**config.mk**
```make
export PLATFORM = sky130hd
export DESIGN_NAME = dhoat_ram
export DESIGN_NICKNAME = d
export VERILOG_FILES = /design/src/rtl/dhoat_ram.sv
export SDC_FILE = /design/constraint.sdc
export NUM_CORES = 1
export LEC_CHECK = 0
export ABC_AREA = 1
export BUFFER_PORTS_ARGS = -buffer_cell sky130_fd_sc_hd__buf_4
export CAP_MARGIN = 25
export CORE_AREA = 4 4 222 224
export DETAILED_ROUTE_END_ITERATION = 6
export DIE_AREA = 0 0 226 228
export PLACE_DENSITY = 0.59
export SETUP_SLACK_MARGIN = 0.2
export SLEW_MARGIN = 10
export SYNTH_ARGS = -nofsm -noshare
export SYNTH_HDL_FRONTEND = slang
export SYNTH_SLANG_ARGS = --single-unit
```
**constraint.sdc**
```tcl
create_clock -name clock -period 3.4 [get_ports clock]
set_input_delay 0.68 -clock clock [delete_from_list [all_inputs] [get_ports clock]]
set_output_delay 0.68 -clock clock [all_outputs]
set_load 0.1 [all_outputs]
```
**src/rtl/dhoat_ram.sv**
```systemverilog
// Generic single-port RAM with registered read.
// No dependencies.
module dhoat_ram #(
   parameter int Width = 8,
   parameter int Depth = 64
) (
   input  logic                     clock,
   input  logic                     wr_en,
   input  logic [$clog2(Depth)-1:0] addr,
   input  logic [Width-1:0]         wr_data,
   output logic [Width-1:0]         rd_data
);
   logic [Width-1:0] mem [Depth];

   always_ff @(posedge clock) begin
      if (wr_en) begin
         mem[addr] <= wr_data;
      end
      rd_data <= mem[addr];
   end
endmodule

```
==> results of run 1 <==
-- critical path, delay by kind of cell --
family | cells | cell delay (ns)
buffers and inverters | 1 | 0.23
AND/OR/NAND/NOR | 3 | 1.60
-- worst paths after layout --
check | start | to | slack, ns | cells past startpoint
setup / recovery | addr[2] | mem[1][2] | 1.07 | 4
hold / removal | wr_data[6] | mem[37][6] | 0.68 | 1
hold reg to reg | mem[23][6] | rd_data[6] | 0.73 | 6
setup reg to reg | mem[39][3] | rd_data[3] | 1.85 | 10
-- flip-flops by register name (all words and copies together), names as in the netlist --
name,cells
rd_data,8
mem,512
-- cell families (layout without fill, tap and decap cells) --
| logic type | count (synthesis) | after routing | synth area share (%) |
|---|---|---|---|
| and+or+nand+nor | 1504 | 1504 | 26.0 |
| AOI/OAI and AO/OA | 12 | 12 | 0.329 |
| buffers and inverters | 131 | 208 | 3.16 |
| DFF | 520 | 520 | 70.5 |
-- cell type report --
| cell class | instances | share of cell area [%] |
|---|---|---|
| inverter | 30 | 0.483 |
| clock inverter | 29 | 1.06 |
| timing repair buffer | 81 | 2.70 |
| multi-input combinational | 1516 | 23.6 |
| tap | 615 | 3.13 |
| sequential | 520 | 63.2 |
| clock buffer | 68 | 5.80 |
-- power by group through the flow --
stage	registers, mW	clock network [mW]	logic (mW)
floorplan	7.35	0	0.484
global placement	7.26	0	0.925
detailed placement	7.26	0	0.932
CTS	7.13	5.79	0.934
global route	7.13	6.08	1.02
finish	7.13	5.70	0.928
-- routing by layer --
layer	global-route usage, %	routed length, um	up-vias
met1	31.4	25000	7052
li1	-	-	7067
met4	6.07	1420	4
met3	4.09	3810	86
met5	0	23	-
met2	33.7	25700	432
-- stage by stage --
| stage | power (mW) | instances | setup slack, ns |
|---|---|---|---|
| 3_3_place_gp | 8.19 | 2762 | 0.592 |
| 3_5_place_dp | 8.20 | 2762 | 0.483 |
| 6_report | 13.8 | 2859 | 1.07 |
| 2_1_floorplan | 7.83 | 2167 | 0.751 |
| 4_1_cts | 13.9 | 2859 | 1.11 |
| 5_1_grt | 14.2 | 2859 | 0.991 |
-- cells in the final DEF (no fill, tap or decap), types with 4 or more instances in the layout --
cell type and n:
nor2_1 87, clkinv_1 12, o211ai_1 5, bufinv_16 5, dfxtp_1 8, clkbuf_1 13, nand2_1 1384, nor3_2 8
edfxtp_1 512, clkbuf_16 55, buf_12 4, inv_1 25, nand3_1 13, o21ai_1 6, buf_4 76, clkinv_2 11
==> qor.json, run 1 <==
{
  "synth": {
    "largest_area_contributor_in_the_netlist": "edfxtp_1",
    "number_of_flops_mapped_to_enable_cells_by_yosys": 512,
    "syn-instance-count": 2167,
    "synth_most_common_cell": "nand2_1",
    "synthesis.area_um2": 22000,
    "synth_largest_type_area_fraction_pct": 69.7,
    "synth.top_cells.by_area": "edfxtp_1 70%, nand2_1 24%, nor2_1 1.5%",
    "synth_top_cells_by_count": "1384 x nand2_1, 512 x edfxtp_1, 87 x nor2_1, 52 x buf_2, 25 x inv_1",
    "synth_seq_cells": 520,
    "share_of_flip_flops_with_an_asynchronous_set_or_reset_pct": 0,
    "synth-warning-count": 0,
    "sequential_element_share_of_the_synthesized_area_pct": 70.5,
    "postSynth.topFlopCell": "edfxtp_1",
    "synth_area_per_cell_um2": 10.2,
    "number_of_library_cell_types_mapped_by_synthesis": 22,
    "mappedNetlistNets": 2183
  },
  "route": {
    "first_pass_iters": 6,
    "postRouteAntennaNets": 0,
    "route.detailed.wl_per_inst_um": 19.6,
    "drt_drc_violations_left": 0,
    "finalWirelength_um": 56000,
    "routed-via-count": 14600,
    "detail_route.iter0.violations": 1355,
    "via_to_cell_ratio": 5.12
  },
  "cells_and_area": {
    "layout-drive-gt1-share_pct": 7.62,
    "ff_latch_area_um2": 15500,
    "fin_nets": 2219,
    "area_growth_syn_to_layout_pct": 11.5,
    "diodes": 0,
    "nFillCells": 4255,
    "area_used_by_multi_input_combinational_logic_um2": 5810,
    "utilization_pct": 51.9,
    "fin_area_um2": 24600
  },
  "sta": {
    "rsz0062_at_grt": "false",
    "finalCritPeriodShare_pct": 68.5,
    "hold_slack_ns": 0.680,
    "final.min_clock_period_ns": 2.33,
    "tightest_slew_ns": 0.871,
    "fin_worst_skew_ns": 0.0143,
    "setup-tns-final_ns": 0,
    "maxClockFrequency_mhz": 429,
    "timing.final.setup_violations": 0,
    "hold_viol_final": 0,
    "drv_slew": 0,
    "max-slew-margin-rel_pct": 41.9
  },
  "hold_path": {
    "holdCritPathClass": "input port to register"
  },
  "pwr": {
    "logic_gate_share_of_total_power_pct": 6.7,
    "max-vdd-ir-drop_mv": 0.402,
    "power.switching_fraction_pct": 22.8,
    "static-leakage-power_nw": 10.2,
    "seq_power_share_pct": 51.8,
    "powerDensity_nw_per_um2": 560,
    "power.share.clock_pct": 41.4,
    "net-switching-power_mw": 3.13,
    "power_report.internal_total_mw": 10.6
  },
  "clocking": {
    "ctsRootBufferMaster": "clkbuf_16",
    "tritoncts.num_buffers": 54,
    "clock_sinks": 520,
    "post_cts_hold_buffer_count": 0,
    "clkSlewWorstSetupHoldPaths_ns": 0.06,
    "cts.repair.resized": 0,
    "post-cts-setup-buffers": 0,
    "htreeDepth": 2,
    "clock_tree_from_tritoncts": "built",
    "worst_skew_pair.late_latency_ns": 0.60,
    "clk_path_buf_depth": 3
  },
  "place": {
    "port-buffer-count": 23,
    "gp_routability_congestion": 0.855,
    "detailed_place.area_um2": 22900,
    "dp_hpwl_um": 32200
  },
  "grt": {
    "first_global_vias": 14100,
    "globalRoute.totalOverflow": 0,
    "global_route_wire_length_before_repair_um": 85300,
    "grt_start_max_net_pins": 141,
    "grt.total_usage_pct": 21.7,
    "grt_antenna_before_repair": 2
  },
  "flow_run": {
    "max_cap_violations": 0
  },
  "critical_path": {
    "critical-path-max-stage-delay_ns": 0.70,
    "worst-endpoint-arrival_ns": 2.55,
    "crit_path_frequent_cell": "nor2_1",
    "crit_required_ns": 3.62,
    "cp-end-kind": "register",
    "crit_chain": "buf_4 > nor2_1 > nand3_1 > nor2_1",
    "path_max_fanout": 28,
    "setup_crit_start_kind": "input port",
    "critical_path_class": "input port to register",
    "critical-path-slowest-cell": "nor2_1"
  },
  "floorplanning": {
    "floorplan.die_area_um2": 51500,
    "std_cell_rows": 80,
    "initial_cell_density_of_the_core_pct": 46.6,
    "fp.coreArea_um2": 47300,
    "die_width_um": 226,
    "io_pins": 24,
    "die_height_um": 228
  },
  "run_status": {
    "status": "completed"
  }
}
Note: power is estimated with default switching activity, not from simulation.
==> inputs of run 2 (changes only) <==
--- a/config.mk
+++ b/config.mk
@@ -11,7 +11,7 @@
 export CORE_AREA = 4 4 222 224
 export DETAILED_ROUTE_END_ITERATION = 6
 export DIE_AREA = 0 0 226 228
-export PLACE_DENSITY = 0.59
+export PLACE_DENSITY = 0.61
 export SETUP_SLACK_MARGIN = 0.2
 export SLEW_MARGIN = 10
 export SYNTH_ARGS = -nofsm -noshare
==> constraint.sdc (replaced) <==
create_clock -name clock -period 1.9 [get_ports clock]
set_input_delay 0.38 -clock clock [delete_from_list [all_inputs] [get_ports clock]]
set_output_delay 0.38 -clock clock [all_outputs]
set_load 0.1 [all_outputs]
==> run 2 against run 1 <==
Effect of this change:
- sequential power grew 78%
- global-route usage grew 0.42 points
- cell count grew 3.5%
- hold slack lost 0.47 ns
- via count grew 2.1%
- clock skew grew 0.0015 ns
- critical path type is now register to output port
- largest cell class unchanged
- highest routed layer is now met4
==> qor.json, run 2 (same netlist as run 1, synthesis figures left out) <==
{
  "clocking": {
    "clk_path_buf_depth": 3,
    "post-cts-setup-buffers": 0,
    "htreeDepth": 2,
    "ctsRootBufferMaster": "clkbuf_16",
    "clock_sinks": 520,
    "worst_skew_pair.late_latency_ns": 0.60,
    "tritoncts.num_buffers": 53,
    "clock_tree_from_tritoncts": "built",
    "clkSlewWorstSetupHoldPaths_ns": 0.06
  },
  "critical_path": {
    "critical-path-max-stage-delay_ns": 0.42,
    "worst-path-buf-inv": 1,
    "critical_path_class": "register to output port",
    "crit_required_ns": 1.52,
    "crit_family": "flip-flops",
    "crit_chain": "buf_6",
    "critical-path-slowest-cell": "dfxtp_1",
    "path_max_fanout": 1,
    "worst-endpoint-arrival_ns": 1.28,
    "setup_crit_start_kind": "register",
    "cp-end-kind": "output port"
  },
  "cells_and_area": {
    "area_growth_syn_to_layout_pct": 16.3,
    "largest_registers": "mem x512, rd_data x8",
    "registers.top_by_ff_count": "mem",
    "layout_commonest_cell": "nand2_1",
    "fin_nets": 2314,
    "layout-drive-gt1-share_pct": 11.7,
    "final-instance-count-excl-fill": 2958,
    "largest_register_ffs": 512,
    "final_cell_mix": "1384 x nand2_1, 512 x edfxtp_1, 146 x buf_4, 84 x nor2_1, 55 x clkbuf_16"
  },
  "grt": {
    "grt_start_max_net_pins": 66,
    "first_global_vias": 14700,
    "globalRoute.totalOverflow": 0,
    "grt.total_usage_pct": 22.1,
    "global_route_wire_length_before_repair_um": 87800,
    "grt_antenna_before_repair": 0
  },
  "floorplanning": {
    "fp.coreArea_um2": 47300,
    "die_width_um": 226,
    "io_pins": 24,
    "floorplan.die_area_um2": 51500,
    "die_height_um": 228,
    "std_cell_rows": 80,
    "initial_cell_density_of_the_core_pct": 46.6
  },
  "place": {
    "dp_hpwl_um": 34800,
    "gp_routability_congestion": 0.922,
    "pre_cts_slack_ns": -0.0590,
    "placed_cells": 2857,
    "port-buffer-count": 23
  },
  "sta": {
    "drv_slew": 0,
    "maxClockFrequency_mhz": 603,
    "max-slew-margin-rel_pct": 46.9,
    "timing.final.setup_violations": 0,
    "fin_worst_skew_ns": 0.0158,
    "tightest_slew_ns": 0.796,
    "final.min_clock_period_ns": 1.66,
    "rsz0062_at_grt": "false",
    "hold_viol_final": 0,
    "setup_slack_ns": 0.243,
    "finalCritPeriodShare_pct": 87.2
  },
  "route": {
    "via_to_cell_ratio": 5.06,
    "routed-via-count": 15000,
    "postRouteAntennaNets": 0,
    "finalWirelength_um": 56400,
    "drt_drc_violations_left": 0,
    "first_pass_iters": 5,
    "detail_route.iter0.violations": 1503,
    "route.detailed.wl_per_inst_um": 19.1
  },
  "pwr": {
    "static-leakage-power_nw": 10.8,
    "max-vdd-ir-drop_mv": 1.20,
    "powerDensity_nw_per_um2": 965
  },
  "hold_path": {
    "holdCritPathClass": "input port to register"
  },
  "run_status": {
    "status": "completed"
  },
  "flow_run": {
    "max_cap_violations": 0
  }
}
[run 2: final timing paths]
| kind | startpoint | endpoint | slack, ns | cells after the start |
|---|---|---|---|---|
| min | wr_data[6] | mem[36][6] | 0.21 | 1 |
| max reg2reg | mem[39][6] | rd_data[6] | 0.39 | 7 |
| max | rd_data[0] | rd_data[0] | 0.24 | 1 |
| min reg2reg | mem[31][6] | rd_data[6] | 0.72 | 6 |
[run 2: cell type report]
type                       instances  area (um2)
antenna                            1        2.50
fill                            4164       21700
multi-input combinational       1516        5870
clock buffer                      69        1450
sequential                       520       15500
inverter                          30         128
clock inverter                    30         238
timing repair buffer             177        1650
tap                              615         769
[run 2: stage by stage]
stage	area [um2]	hold WS, ns	power (mW)	setup TNS, ns	utilization, %
6_report	25600	0.207	24.7	0	54.2
4_1_cts	25600	0.178	25.0	0	54.2
3_5_place_dp	23900	0.628	14.8	-3.50	50.5
2_1_floorplan	22200	0.479	14.0	-12.52	-
5_1_grt	25600	0.189	25.6	0	54.2
3_3_place_gp	23900	0.630	14.8	-6.52	50.5
[run 2: repair_timing]
action | CTS | global route
setup endpoints to repair | 5 | 1
endpoints found under the hold margin | 1 | 0
hold buffers | 1 | 0
resized for setup | 6 | 1
[run 2: report_power, final]
part	leakage (nW)	internal, mW	switching, mW
sequential	4.67	12.7	0.0478
clock	0.835	5.89	4.26
combinational	5.33	0.509	1.34
[run 2: routing by layer]
metal | up-vias | global-route usage [%] | wire length (um)
met3 | 81 | 3.86 | 3740
met4 | 0 | 5.23 | 1250
met1 | 7128 | 31.8 | 24800
met2 | 480 | 35.3 | 26600
met5 | - | 0 | 0
li1 | 7266 | - | -
